===== config.mk =====
export PLATFORM = sky130hd
export DESIGN_NAME = reorder_buffer_with_branch_recovery_top
export DESIGN_NICKNAME = d
export VERILOG_FILES = /design/src/rob_pkg.sv /design/src/rob_ram.sv /design/src/rob_engine.sv /design/src/reorder_buffer_with_branch_recovery_top.sv
export SDC_FILE = /design/constraint.sdc
export NUM_CORES = 2
export LEC_CHECK = 0
export BUFFER_PORTS_ARGS = -buffer_cell sky130_fd_sc_hd__buf_2
export CAP_MARGIN = 30
export CORE_UTILIZATION = 58
export DETAILED_ROUTE_END_ITERATION = 12
export GPL_TIMING_DRIVEN = 0
export PLACE_DENSITY = 0.7
export RECOVER_POWER = 100
export SETUP_SLACK_MARGIN = 0.02
export SYNTH_ARGS = -nofsm -noshare
export SYNTH_HDL_FRONTEND = slang
export SYNTH_SLANG_ARGS = --single-unit

===== constraint.sdc =====
create_clock -name clk -period 5.24 [get_ports clk]
set_input_delay 0.524 -clock clk [delete_from_list [all_inputs] [get_ports clk]]
set_output_delay 0.524 -clock clk [all_outputs]
set_load 0.05 [all_outputs]

===== src/rob_pkg.sv =====
// Shared types and constants for the reorder buffer with branch recovery.
`timescale 1ns / 1ps

package rob_pkg;

    // Default number of entries in the buffer
    localparam int ROB_DEPTH_DEFAULT = 32;

    // Fixed field widths
    localparam int DEST_W  = 5;
    localparam int ID_W    = 5;
    localparam int TID_W   = 8;
    localparam int WORD_W  = 32;
    localparam int KIND_W  = 2;

    // Request kinds; the fourth code is unused and changes nothing
    typedef enum logic [KIND_W-1:0] {
        KIND_ALLOC = 2'd0,
        KIND_WRITE = 2'd1,
        KIND_CYCLE = 2'd2
    } kind_t;

    // One input request
    typedef struct packed {
        logic [KIND_W-1:0] kind;
        logic [DEST_W-1:0] dest_reg;
        logic              branch_flag;
        logic              taken_flag;
        logic              predicted_flag;
        logic [WORD_W-1:0] predicted_target;
        logic [TID_W-1:0]  target_id;
        logic [WORD_W-1:0] result_value;
    } item_t;

    // One result
    typedef struct packed {
        logic              alloc_ok;
        logic [ID_W-1:0]   alloc_id;
        logic              write_error;
        logic              redirect;
        logic [WORD_W-1:0] redirect_pc;
        logic              commit_valid;
        logic [ID_W-1:0]   commit_id;
        logic [WORD_W-1:0] commit_value;
        logic [DEST_W-1:0] commit_dest;
        logic              reg_write;
        logic              full_flag;
        logic              empty_flag;
    } result_t;

    // Fields fixed at allocation: {pred_target, prediction, taken, branch, dest}
    localparam int STATIC_W = WORD_W + 3 + DEST_W;
    // Fields written at allocation and by write result: {done, value}
    localparam int DYN_W    = WORD_W + 1;

endpackage


===== src/rob_ram.sv =====
// Generic simple dual-port RAM, one write port, one registered read port (read-first).
`timescale 1ns / 1ps

module rob_ram #(
    parameter int WIDTH = 32,
    parameter int DEPTH = 32
) (
    input  logic                     clk,
    input  logic                     wr_en,
    input  logic [$clog2(DEPTH)-1:0] wr_addr,
    input  logic [WIDTH-1:0]         wr_data,
    input  logic [$clog2(DEPTH)-1:0] rd_addr,
    output logic [WIDTH-1:0]         rd_data
);

    logic [WIDTH-1:0] mem_reg [DEPTH];
    logic [WIDTH-1:0] rd_data_reg;

    // write port and registered read; a same-address read returns old data
    always_ff @(posedge clk)
    begin
        if (wr_en)
        begin
            mem_reg[wr_addr] <= wr_data;
        end
        rd_data_reg <= mem_reg[rd_addr];
    end

    assign rd_data = rd_data_reg;

endmodule


===== src/rob_engine.sv =====
// Pointer state, entry storage and per-request decision logic of the reorder buffer.
`timescale 1ns / 1ps

module rob_engine #(
    parameter int ROB_DEPTH = rob_pkg::ROB_DEPTH_DEFAULT
) (
    input  logic             clk,
    input  logic             rst_n,
    input  logic             fire,
    input  rob_pkg::item_t   item,
    output rob_pkg::result_t result
);

    localparam int IDX_W = $clog2(ROB_DEPTH);
    localparam int OCC_W = $clog2(ROB_DEPTH + 1);
    localparam int CMP_W = (OCC_W > rob_pkg::TID_W) ? OCC_W : rob_pkg::TID_W;

    // pointers and fill level
    logic [IDX_W-1:0] head_reg, head_next;
    logic [IDX_W-1:0] tail_reg, tail_next;
    logic [OCC_W-1:0] occ_reg, occ_next;

    // storage ports
    logic                         sta_wr_en;
    logic [rob_pkg::STATIC_W-1:0] sta_wr_data, sta_rd_data;
    logic                         dyn_wr_en;
    logic [IDX_W-1:0]             dyn_wr_addr;
    logic [rob_pkg::DYN_W-1:0]    dyn_wr_data, dyn_rd_data;

    // bypass of a write that hit the entry being read
    logic                         sta_byp_reg, sta_byp_next;
    logic [rob_pkg::STATIC_W-1:0] sta_byp_data_reg;
    logic                         dyn_byp_reg, dyn_byp_next;
    logic [rob_pkg::DYN_W-1:0]    dyn_byp_data_reg;

    // head entry view
    logic [rob_pkg::STATIC_W-1:0] sta_head;
    logic [rob_pkg::DYN_W-1:0]    dyn_head;
    logic [rob_pkg::DEST_W-1:0]   head_dest;
    logic                         head_branch;
    logic                         head_taken;
    logic                         head_pred;
    logic [rob_pkg::WORD_W-1:0]   head_ptarget;
    logic                         head_done;
    logic [rob_pkg::WORD_W-1:0]   head_value;

    // write result addressing
    logic [CMP_W-1:0] id_ext;
    logic [IDX_W-1:0] id_idx;
    logic [OCC_W-1:0] id_off;
    logic             id_busy;
    logic             is_full;
    logic             do_alloc;
    logic             do_write;

    function automatic logic [IDX_W-1:0] ptr_inc(input logic [IDX_W-1:0] p);
        logic [IDX_W-1:0] r;
        r = (p == IDX_W'(ROB_DEPTH - 1)) ? '0 : p + 1'b1;
        return r;
    endfunction

    rob_ram #(
        .WIDTH (rob_pkg::STATIC_W),
        .DEPTH (ROB_DEPTH)
    ) u_static_ram (
        .clk     (clk),
        .wr_en   (sta_wr_en),
        .wr_addr (tail_reg),
        .wr_data (sta_wr_data),
        .rd_addr (head_next),
        .rd_data (sta_rd_data)
    );

    rob_ram #(
        .WIDTH (rob_pkg::DYN_W),
        .DEPTH (ROB_DEPTH)
    ) u_dyn_ram (
        .clk     (clk),
        .wr_en   (dyn_wr_en),
        .wr_addr (dyn_wr_addr),
        .wr_data (dyn_wr_data),
        .rd_addr (head_next),
        .rd_data (dyn_rd_data)
    );

    // head entry with bypass
    always_comb
    begin
        sta_head     = sta_byp_reg ? sta_byp_data_reg : sta_rd_data;
        dyn_head     = dyn_byp_reg ? dyn_byp_data_reg : dyn_rd_data;
        head_dest    = sta_head[rob_pkg::DEST_W-1:0];
        head_branch  = sta_head[rob_pkg::DEST_W];
        head_taken   = sta_head[rob_pkg::DEST_W+1];
        head_pred    = sta_head[rob_pkg::DEST_W+2];
        head_ptarget = sta_head[rob_pkg::STATIC_W-1:rob_pkg::DEST_W+3];
        head_value   = dyn_head[rob_pkg::WORD_W-1:0];
        head_done    = dyn_head[rob_pkg::WORD_W];
    end

    // busy check: an id is busy when it lies in the occupied window from head
    always_comb
    begin
        id_ext = CMP_W'(item.target_id);
        id_idx = id_ext[IDX_W-1:0];
        if (id_idx >= head_reg)
        begin
            id_off = OCC_W'(id_idx) - OCC_W'(head_reg);
        end
        else
        begin
            id_off = OCC_W'(ROB_DEPTH) - OCC_W'(head_reg) + OCC_W'(id_idx);
        end
        id_busy = (id_ext < CMP_W'(ROB_DEPTH)) && (id_off < occ_reg);
    end

    // request decode and result
    always_comb
    begin
        result    = '0;
        head_next = head_reg;
        tail_next = tail_reg;
        occ_next  = occ_reg;
        is_full   = (occ_reg == OCC_W'(ROB_DEPTH));
        do_alloc  = 1'b0;
        do_write  = 1'b0;

        case (rob_pkg::kind_t'(item.kind))
            rob_pkg::KIND_ALLOC:
            begin
                if (!is_full)
                begin
                    do_alloc        = 1'b1;
                    result.alloc_ok = 1'b1;
                    result.alloc_id = rob_pkg::ID_W'(tail_reg);
                    tail_next       = ptr_inc(tail_reg);
                    occ_next        = occ_reg + 1'b1;
                end
            end
            rob_pkg::KIND_WRITE:
            begin
                if (id_busy)
                begin
                    do_write = 1'b1;
                end
                else
                begin
                    result.write_error = 1'b1;
                end
            end
            rob_pkg::KIND_CYCLE:
            begin
                if ((occ_reg != '0) && head_branch && head_done && (head_taken != head_pred))
                begin
                    // mispredicted branch at head: flush everything
                    result.redirect    = 1'b1;
                    result.redirect_pc = head_taken ? head_value : head_ptarget;
                    head_next          = tail_reg;
                    occ_next           = '0;
                end
                else if ((occ_reg != '0) && head_done)
                begin
                    result.commit_valid = 1'b1;
                    result.commit_id    = rob_pkg::ID_W'(head_reg);
                    result.commit_value = head_value;
                    result.commit_dest  = head_dest;
                    result.reg_write    = (head_dest != '0);
                    head_next           = ptr_inc(head_reg);
                    occ_next            = occ_reg - 1'b1;
                end
            end
            default:
            begin
                // unused kind: flags only
            end
        endcase

        result.full_flag  = (occ_next == OCC_W'(ROB_DEPTH));
        result.empty_flag = (occ_next == '0);

        // hold state unless the request is being processed
        if (!fire)
        begin
            head_next = head_reg;
            tail_next = tail_reg;
            occ_next  = occ_reg;
        end
    end

    // storage writes
    always_comb
    begin
        sta_wr_en   = fire && do_alloc;
        sta_wr_data = {item.predicted_target, item.predicted_flag, item.taken_flag,
                       item.branch_flag, item.dest_reg};
        dyn_wr_en   = fire && (do_alloc || do_write);
        dyn_wr_addr = do_alloc ? tail_reg : id_idx;
        dyn_wr_data = do_alloc ? '0 : {1'b1, item.result_value};
        sta_byp_next = sta_wr_en && (tail_reg == head_next);
        dyn_byp_next = dyn_wr_en && (dyn_wr_addr == head_next);
    end

    // control registers
    always_ff @(posedge clk or negedge rst_n)
    begin
        if (!rst_n)
        begin
            head_reg    <= '0;
            tail_reg    <= '0;
            occ_reg     <= '0;
            sta_byp_reg <= 1'b0;
            dyn_byp_reg <= 1'b0;
        end
        else
        begin
            head_reg    <= head_next;
            tail_reg    <= tail_next;
            occ_reg     <= occ_next;
            sta_byp_reg <= sta_byp_next;
            dyn_byp_reg <= dyn_byp_next;
        end
    end

    // bypass payload
    always_ff @(posedge clk)
    begin
        sta_byp_data_reg <= sta_wr_data;
        dyn_byp_data_reg <= dyn_wr_data;
    end

    // fill level never exceeds the depth
    a_occ_range: assert property (@(posedge clk) disable iff (!rst_n)
        occ_reg <= OCC_W'(ROB_DEPTH))
        else $error("occupancy above depth");

    // differing pointers mean a partly filled buffer
    a_ptr_occ: assert property (@(posedge clk) disable iff (!rst_n)
        (head_reg != tail_reg) |-> (occ_reg != '0 && occ_reg != OCC_W'(ROB_DEPTH)))
        else $error("pointers disagree with occupancy");

    // a flush and a retire never happen together
    a_excl: assert property (@(posedge clk) disable iff (!rst_n)
        fire |-> !(result.redirect && result.commit_valid))
        else $error("redirect and commit in one request");

    // after a flush the buffer is empty
    a_flush: assert property (@(posedge clk) disable iff (!rst_n)
        (fire && result.redirect) |=> (occ_reg == '0 && head_reg == tail_reg))
        else $error("flush left entries behind");

endmodule


===== src/reorder_buffer_with_branch_recovery_top.sv =====
// Top level of the reorder buffer: stream ports, request register and result register.
`timescale 1ns / 1ps

// Reorder buffer with branch recovery. Each request (allocate, write result,
// commit cycle) gives exactly one result. One request is taken per clock
// while the output is drained; a request sits in the input register, where
// its work is done against the head/tail pointers and the entry storage, and
// its result is then registered and shown from the output register, so
// throughput is one request per cycle while the output is drained.
// Entry fields live in two RAMs with registered reads; the head entry is
// prefetched every cycle from the next head pointer, with a one-entry bypass
// for a write that lands on it. Busy state follows from the pointers: a flush
// only moves head to tail, and no clearing pass is needed after reset.
module reorder_buffer_with_branch_recovery_top #(
    parameter int ROB_DEPTH = rob_pkg::ROB_DEPTH_DEFAULT
) (
    input  logic        clk,
    input  logic        rst_n,
    // request channel
    input  logic        s_tvalid,
    output logic        s_tready,
    // dest_reg[4:0], branch_flag[5], taken_flag[6], predicted_flag[7],
    // predicted_target[39:8], target_id[47:40], result_value[79:48]
    input  logic [79:0] s_tdata,
    // kind[1:0]
    input  logic [1:0]  s_tuser,
    // result channel
    output logic        m_tvalid,
    input  logic        m_tready,
    // alloc_ok[0], alloc_id[5:1], write_error[6], redirect[7], redirect_pc[39:8],
    // commit_valid[40], commit_id[45:41], commit_value[77:46], commit_dest[82:78],
    // reg_write[83], full_flag[84], empty_flag[85], zero[87:86]
    output logic [87:0] m_tdata
);

    logic             in_valid_reg;
    rob_pkg::item_t   in_item_reg;
    rob_pkg::item_t   in_item;
    logic             out_valid_reg;
    rob_pkg::result_t out_res_reg;
    rob_pkg::result_t res;
    logic             fire;

    // handshake
    assign fire     = in_valid_reg && (!out_valid_reg || m_tready);
    assign s_tready = !in_valid_reg || fire;
    assign m_tvalid = out_valid_reg;

    // unpack request
    always_comb
    begin
        in_item.kind             = s_tuser;
        in_item.dest_reg         = s_tdata[4:0];
        in_item.branch_flag      = s_tdata[5];
        in_item.taken_flag       = s_tdata[6];
        in_item.predicted_flag   = s_tdata[7];
        in_item.predicted_target = s_tdata[39:8];
        in_item.target_id        = s_tdata[47:40];
        in_item.result_value     = s_tdata[79:48];
    end

    rob_engine #(
        .ROB_DEPTH (ROB_DEPTH)
    ) u_engine (
        .clk    (clk),
        .rst_n  (rst_n),
        .fire   (fire),
        .item   (in_item_reg),
        .result (res)
    );

    // valid flags
    always_ff @(posedge clk or negedge rst_n)
    begin
        if (!rst_n)
        begin
            in_valid_reg  <= 1'b0;
            out_valid_reg <= 1'b0;
        end
        else
        begin
            if (s_tready)
            begin
                in_valid_reg <= s_tvalid;
            end
            if (fire)
            begin
                out_valid_reg <= 1'b1;
            end
            else if (m_tready)
            begin
                out_valid_reg <= 1'b0;
            end
        end
    end

    // payload registers
    always_ff @(posedge clk)
    begin
        if (s_tvalid && s_tready)
        begin
            in_item_reg <= in_item;
        end
        if (fire)
        begin
            out_res_reg <= res;
        end
    end

    // pack result
    assign m_tdata = {2'b00,
                      out_res_reg.empty_flag,
                      out_res_reg.full_flag,
                      out_res_reg.reg_write,
                      out_res_reg.commit_dest,
                      out_res_reg.commit_value,
                      out_res_reg.commit_id,
                      out_res_reg.commit_valid,
                      out_res_reg.redirect_pc,
                      out_res_reg.redirect,
                      out_res_reg.write_error,
                      out_res_reg.alloc_id,
                      out_res_reg.alloc_ok};

endmodule


# == Yosys cells after proc, flatten, opt, wreduce, memory -nomap -nowiden ==
# Memory sizes are Yosys's and may differ from the RTL's. A register that Yosys moved wholly into a read port is not among the register bits.
# Cells that the tools add are included.
# word_totals
register_bits,261
inputBits,86
mem_bits_rw,2336
out_inout_bits,90
n_memories,2
wordCells,110
# memory_table
name,words,width,read_ports,rd_clocked_by_memory_dff,wr,line,text
u_engine.u_static_ram.mem_reg,32,40,1,1,1,rob_ram.sv:16,logic [WIDTH-1:0] mem_reg [DEPTH];
u_engine.u_dyn_ram.mem_reg,32,33,1,1,1,rob_ram.sv:16,
# op_classes
n_eq_ne,9
order_cmp,3
n_reduce_logical,26
addsub,7
n_bitwise,4
mux,30
# op_table
operator,n
$mux 33,3
$mux 44,1
$mux 40,1
$mux 5,7
$mux 32,1
$mux 6,5
$eq 6x6->1 const B,2
$pmux 6 s2,1
$logic_and 1x1->1,11
$mux 1,11
$add 5x1->5 const B,2
$eq 5x5->1,2
$eq 5x5->1 const B,2
$lt 8x6->1 const B,1
$add 6x1->6 const B,1
$add 6x5->6,1
$logic_not 6->1,1
$lt 6x6->1,1
$reduce_bool 6->1,1
$sub 5x5->6,1
$sub 6x1->6 const B,1
$sub 6x5->6 const A,1
$ge 5x5->1,1
$reduce_bool 5->1,1
other kinds (12),19

# == Logic depth before layout (Yosys ltp) ==
# logic_depth
word_depth,11
ltp_mapped,18

# == Hierarchy ==
# Synthesis repeated with hierarchy kept, for this count alone.
# unflattened
cells_unflattened,5919
hier_area_um2,102757.3
# by_module_without_submodules
module,instances,cells_each,area_per_inst_um2
rob_ram at u_engine.u_static_ram,1,2813,50564.7
rob_ram at u_engine.u_dyn_ram,1,2332,41813.9
rob_engine,1,595,5211.2
reorder_buffer_with_branch_recovery_top,1,179,5167.5

# == Least setup slack after synthesis ==
# Ideal clock, no wire load.
# synth_path
path_kind,register to register
startpoint,register u_engine.occ_reg[0]
endpoint,"memory u_engine.u_static_ram.mem_reg[12][0] (netlist name), enable pin"
setup_time_ps,438
slack_ps,463
arrival_time_ps,4339
period_less_slack_ps,4777
stages_incl_launch_ff,14
t_required_ps,4802
path_cell_list,dfrtp_1 > clkbuf_1 > inv_1 > ha_1 > nor4b_1 > a21oi_1 > nor2b_1 > inv_1 > clkbuf_1 > clkbuf_1 > nor2_1 > clkbuf_1 > nand2_1 > nor2_1
# synth_between
elab_chain_cells,6
# synth_lines
element,line,text
from (decl),rob_engine.sv:21,"logic [OCC_W-1:0] occ_reg, occ_next;"
from (signal assigned),rob_engine.sv:217,occ_reg <= occ_next;
$eq 6x6->1,rob_engine.sv:123,is_full = (occ_reg == OCC_W'(ROB_DEPTH));
$mux 1,rob_engine.sv:130,if (!is_full)
$mux 1,rob_engine.sv:127,case (rob_pkg::kind_t'(item.kind))
$logic_and 1x1->1,rob_engine.sv:192,sta_wr_en = fire && do_alloc;
$mux 1,rob_ram.sv:22,if (wr_en)
$mux 1 (not written as such),rob_ram.sv:24,mem_reg[wr_addr] <= wr_data;
to (decl),rob_ram.sv:16,
# No other way between the ends.

# == Worst setup path after layout ==
# layout_path
startpoint,register u_engine.occ_reg[0]
endpoint,"register u_engine.u_static_ram.rd_data_reg[11], in the netlist u_engine.u_static_ram.rd_data[11] (read register of u_engine.u_static_ram.mem_reg)"
# layout_between
elab_chain_cells,7
word_cells_on_any_way,9
# layout_lines
element,line,text
$reduce_bool 6->1 *,"rob_engine.sv:152, rob_engine.sv:160",
$logic_and 1x1->1 (3 in series),rob_engine.sv:152,if ((occ_reg != '0) && head_branch && head_done && (head_taken != head_pred))
$mux 5 *,rob_engine.sv:152,
$mux 5 *,rob_engine.sv:127,
$mux 5 *,rob_engine.sv:181,if (!fire)
to (decl),rob_ram.sv:17,logic [WIDTH-1:0] rd_data_reg;
# Mark *: on every way between the ends. The rest lies on a longest branch, timed or not.
# A chain may end at the register's enable or synchronous reset.

==> out/qor_table.md <==
| Metric | Reported |
| --- | --- |
| #FFs+latches synth | 2670 |
| Yosys top cell area share | 0.735 |
| Antenna violations before repair | 25 |
| WL met1 | 114000 µm |
| Total gr overflow | 0 |
| TritonCTS clock tree | done |
| Worst path max stage delay | 0.52 ns |
| Largest cells by area after synthesis | edfxtp_1 (73%), nand2_1 (4.7%), mux2i_1 (3.9%) |
| Routed Wire Length | 343000 µm |
| Result of the run | finished with violations |
| Most prevalent standard cell on the critical path | buf_4 |
| Vias per cell | 6.71 |
| Synth Flop Type | edfxtp_1 |
| Floorplan die width | 422 µm |
| Final routed DRC violation total | 0 |
| Critical-path cell with the highest stage delay | or4b_4 |
| Detailed-route via count | 66400 |
| Leakage power figure | 40.4 nW |
| Average instance area after synthesis | 15.6 µm² |
| Most common library cell in the layout ignoring fill and taps | edfxtp_1 |
| Total iterations of the first detailed-routing run | 7 |
| Max Transition Viols Final | 288 |
| Filler Cells Inserted | 11100 |
| Post-CTS clock slew at the launch and capture registers of the worst setup and hold paths | 0.06 ns |
| Clock skew | 0.0712 ns |
| Type of the worst setup path | reg2reg |
| Post-DP HPWL | 226000 µm |
| Number of top-level pins | 176 |
| Seq/Total Area, Yosys | 0.768 |
| Global-route wire length before repair | 467000 µm |
| Routed WL per cell | 34.7 µm |
| H-tree levels | 5 |
| Gate family responsible for the most delay along the worst path | buffers and inverters |
| Area of the multi-input gates | 22300 µm² |
| Routed wire length on met3 | 50300 µm |
| Headroom to the max-slew limit | -1.22 |
| Type of the most critical hold path | in2reg |
| Library cells used by synthesis | 77 |
| Violated checks | max-capacitance violations, max-slew violations, negative setup slack |
| Maximum fanout count along the critical path | 10 |
| Final hold viol count | 0 |
| Vias in the first global route | 62800 |
| Number of nets in the layout | 7462 |
| CTS sink cnt | 2670 |
| GR Util All Layers | 0.377 |
| Count of flip-flops with a built-in enable after synthesis | 2504 |
| Number of synthesis warnings | 0 |
| PnR worst setup slack | -0.0403 ns |
| Top Layer Used | met5 |
| Max-cap violations | 9 |
| Register area | 78600 µm² |
| Post-layout min period | 5.28 ns |
| Ratio of cells with drive above 1 in the final layout | 0.148 |
| Count of standard-cell rows | 153 |
| Crit path DAT | 6.07 ns |
| Data required time of the worst path | 6.03 ns |
| Max Freq | 189 MHz |
| Die area | 178000 µm² |
| Unrepaired setup endpoints after global routing | true |
| Total clock buffers created by CTS | 283 |
| Non-filler instance count after layout | 9895 |
| Area Overhead vs Synth | 17.9% |
| Clock Latency Late Sink | 0.97 ns |
| Met2 wirelength from detailed routing | 147000 µm |
| Cell Chain, Critical Path | clkbuf_1, inv_1, ha_1, or4b_4, o21ai_4, o21ai_0, o211a_1, buf_6, inv_6, buf_12, buf_4, buf_4, buf_2, nand2_1, a32oi_1, a31oi_2, o22ai_2 |
| Area of the core region | 175000 µm² |
| Cell Area, Placed | 110000 µm² |
| Starting DRC count in detailed routing | 11700 |
| Power Density | 531 nW/µm² |
| Leading cell types in the layout, fill and taps excluded | edfxtp_1 (2504), nand2_1 (1287), mux2i_1 (401) |
| Final weighted congestion in routability-driven placement | 0.932 |
| Launching element type of the critical path | flop |
| Remaining antenna violation count | 0 |
| Summed area of non-filler cells in the final layout | 121000 µm² |
| Kind of capture point of the worst setup path | flop |
| Bufs and invs on worst path | 8 |
| CTS Root Buffer Type | clkbuf_16 |
| Fin crit share | 1.01 |
| Worst-Margin Slew | 3.32 ns |
| Count of mapped cells out of synthesis | 6547 |
| Maximum number of pins on one net before global-route repair | 61 |
| Yosys top cell by area | edfxtp_1 |
| Final setup violation count | 2 |
| Starting utilization of the core area | 0.586 |
| Height of the die | 422 µm |
| Cell Area, Synth | 102000 µm² |
| Worst voltage drop across the vdd grid | 440 µV |
| Flip-flop count of the largest register, all copies and words added | 1280 |
| Maximum clock path buffer count | 4 |
| Share of flip-flops with an asynchronous set or reset | 0.00749 |
| Number of cells after detailed placement | 9214 |
| IO Port Bufs | 173 |
## stage by stage
stage                     TNS [ns]  power [mW]  setup WS, ns  hold WS, ns   util
after floorplan                  0        35.3         0.463        0.228      -
after global placement    -6005.74        43.0         -2.98        0.531  0.608
after detailed placement   -137.95        43.9        -0.688        0.473  0.631
after CTS                        0        62.9       0.00392        0.126  0.687
after global routing         -1.87        65.2       -0.0558        0.261  0.691
final                      -0.0498        64.1       -0.0403        0.261  0.691
## worst paths after layout
check / startpoint / end / slack [ns] / cells after the start
max: u_engine.occ_reg[0]$_DFFE_PN0P_ / u_engine.u_static_ram.rd_data[11]$_DFF_P_ / -0.04 / 17
min: s_tdata[61] / in_item_reg[13]$_DFFE_PP_ / 0.26 / 2
max reg2reg: u_engine.occ_reg[0]$_DFFE_PN0P_ / u_engine.u_static_ram.rd_data[11]$_DFF_P_ / -0.04 / 17
min reg2reg: in_item_reg[79]$_DFFE_PP_ / u_engine.sta_byp_data_reg[4]$_DFF_P_ / 0.38 / 0
max in group asynchronous: rst_n / u_engine.occ_reg[2]$_DFFE_PN0P_ / 3.82 / 2
min in group asynchronous: rst_n / in_valid_reg$_DFFE_PN0N_ / 0.53 / 2
## power breakdown
| part | internal [mW] | switching, mW |
|---|---|---|
| logic | 5.81 | 14.5 |
| registers | 24.2 | 0.379 |
| clock network | 11.2 | 8.04 |
## logic make-up after synthesis
family / share of synthesized area
mux: 0.0653
other cells: 0.0000366
simple gates: 0.0901
compound gates: 0.0523
fa+ha+maj: 0.00252
flops: 0.768
buf+inv: 0.0201
xor+xnor: 0.00128
## what timing repair did
action,4_1_cts,5_1_grt
endpoints found under the hold margin,104,0
gates resized for setup,33,37
buffers inserted,12,43
hold buffers,86,0
cloned,0,5
endpoints found under the setup margin,575,1095
pin swaps,8,25
## layout make-up
| type | instances | area share |
|---|---|---|
| Multi-Input combinational cell | 3472 | 0.185 |
| Antenna cell | 17 | 0.000353 |
| Inverter | 29 | 0.000965 |
| Clock buffer | 390 | 0.0653 |
| Buffer | 382 | 0.0168 |
| Tap cell | 2325 | 0.0241 |
| Timing Repair Buffer | 518 | 0.0488 |
| Clock inverter | 92 | 0.00675 |
| Sequential cell | 2670 | 0.652 |
## layer usage
metal / up-vias / global-route usage
li1: 26700 / -
met1: 32500 / 0.484
met2: 5854 / 0.545
met3: 1365 / 0.118
met4: 28 / 0.276
met5: - / 0
## cells in the mapped netlist, types with 36 or more instances
| cell | count |
|---|---|
| nor2_1 | 151 |
| nand3_1 | 327 |
| buf_2 | 111 |
| o31ai_1 | 56 |
| o21ai_0 | 52 |
| clkbuf_1 | 194 |
| a211oi_1 | 52 |
| mux2i_1 | 402 |
| o22ai_1 | 98 |
| a21oi_1 | 126 |
| and3_1 | 59 |
| nand2_1 | 1292 |
| buf_4 | 36 |
| nor3_1 | 63 |
| mux4_2 | 100 |
| and2_1 | 73 |
| a31oi_1 | 143 |
| nor4_1 | 53 |
| dfxtp_1 | 146 |
| edfxtp_1 | 2504 |
| nor2b_1 | 37 |
| a32oi_1 | 135 |
## worst reg2reg max path: stages (launching register included)
cell and delay, ns:
dfrtp_1 0.38, clkbuf_1 0.23, inv_1 0.14, ha_1 0.23, or4b_4 0.52, o21ai_4 0.35
o21ai_0 0.19, o211a_1 0.17, buf_6 0.17, inv_6 0.30, buf_12 0.24, buf_4 0.45
buf_4 0.41, buf_2 0.34, nand2_1 0.11, a32oi_1 0.31, a31oi_2 0.27, o22ai_2 0.35
Note: power is estimated with default switching activity, not from simulation.
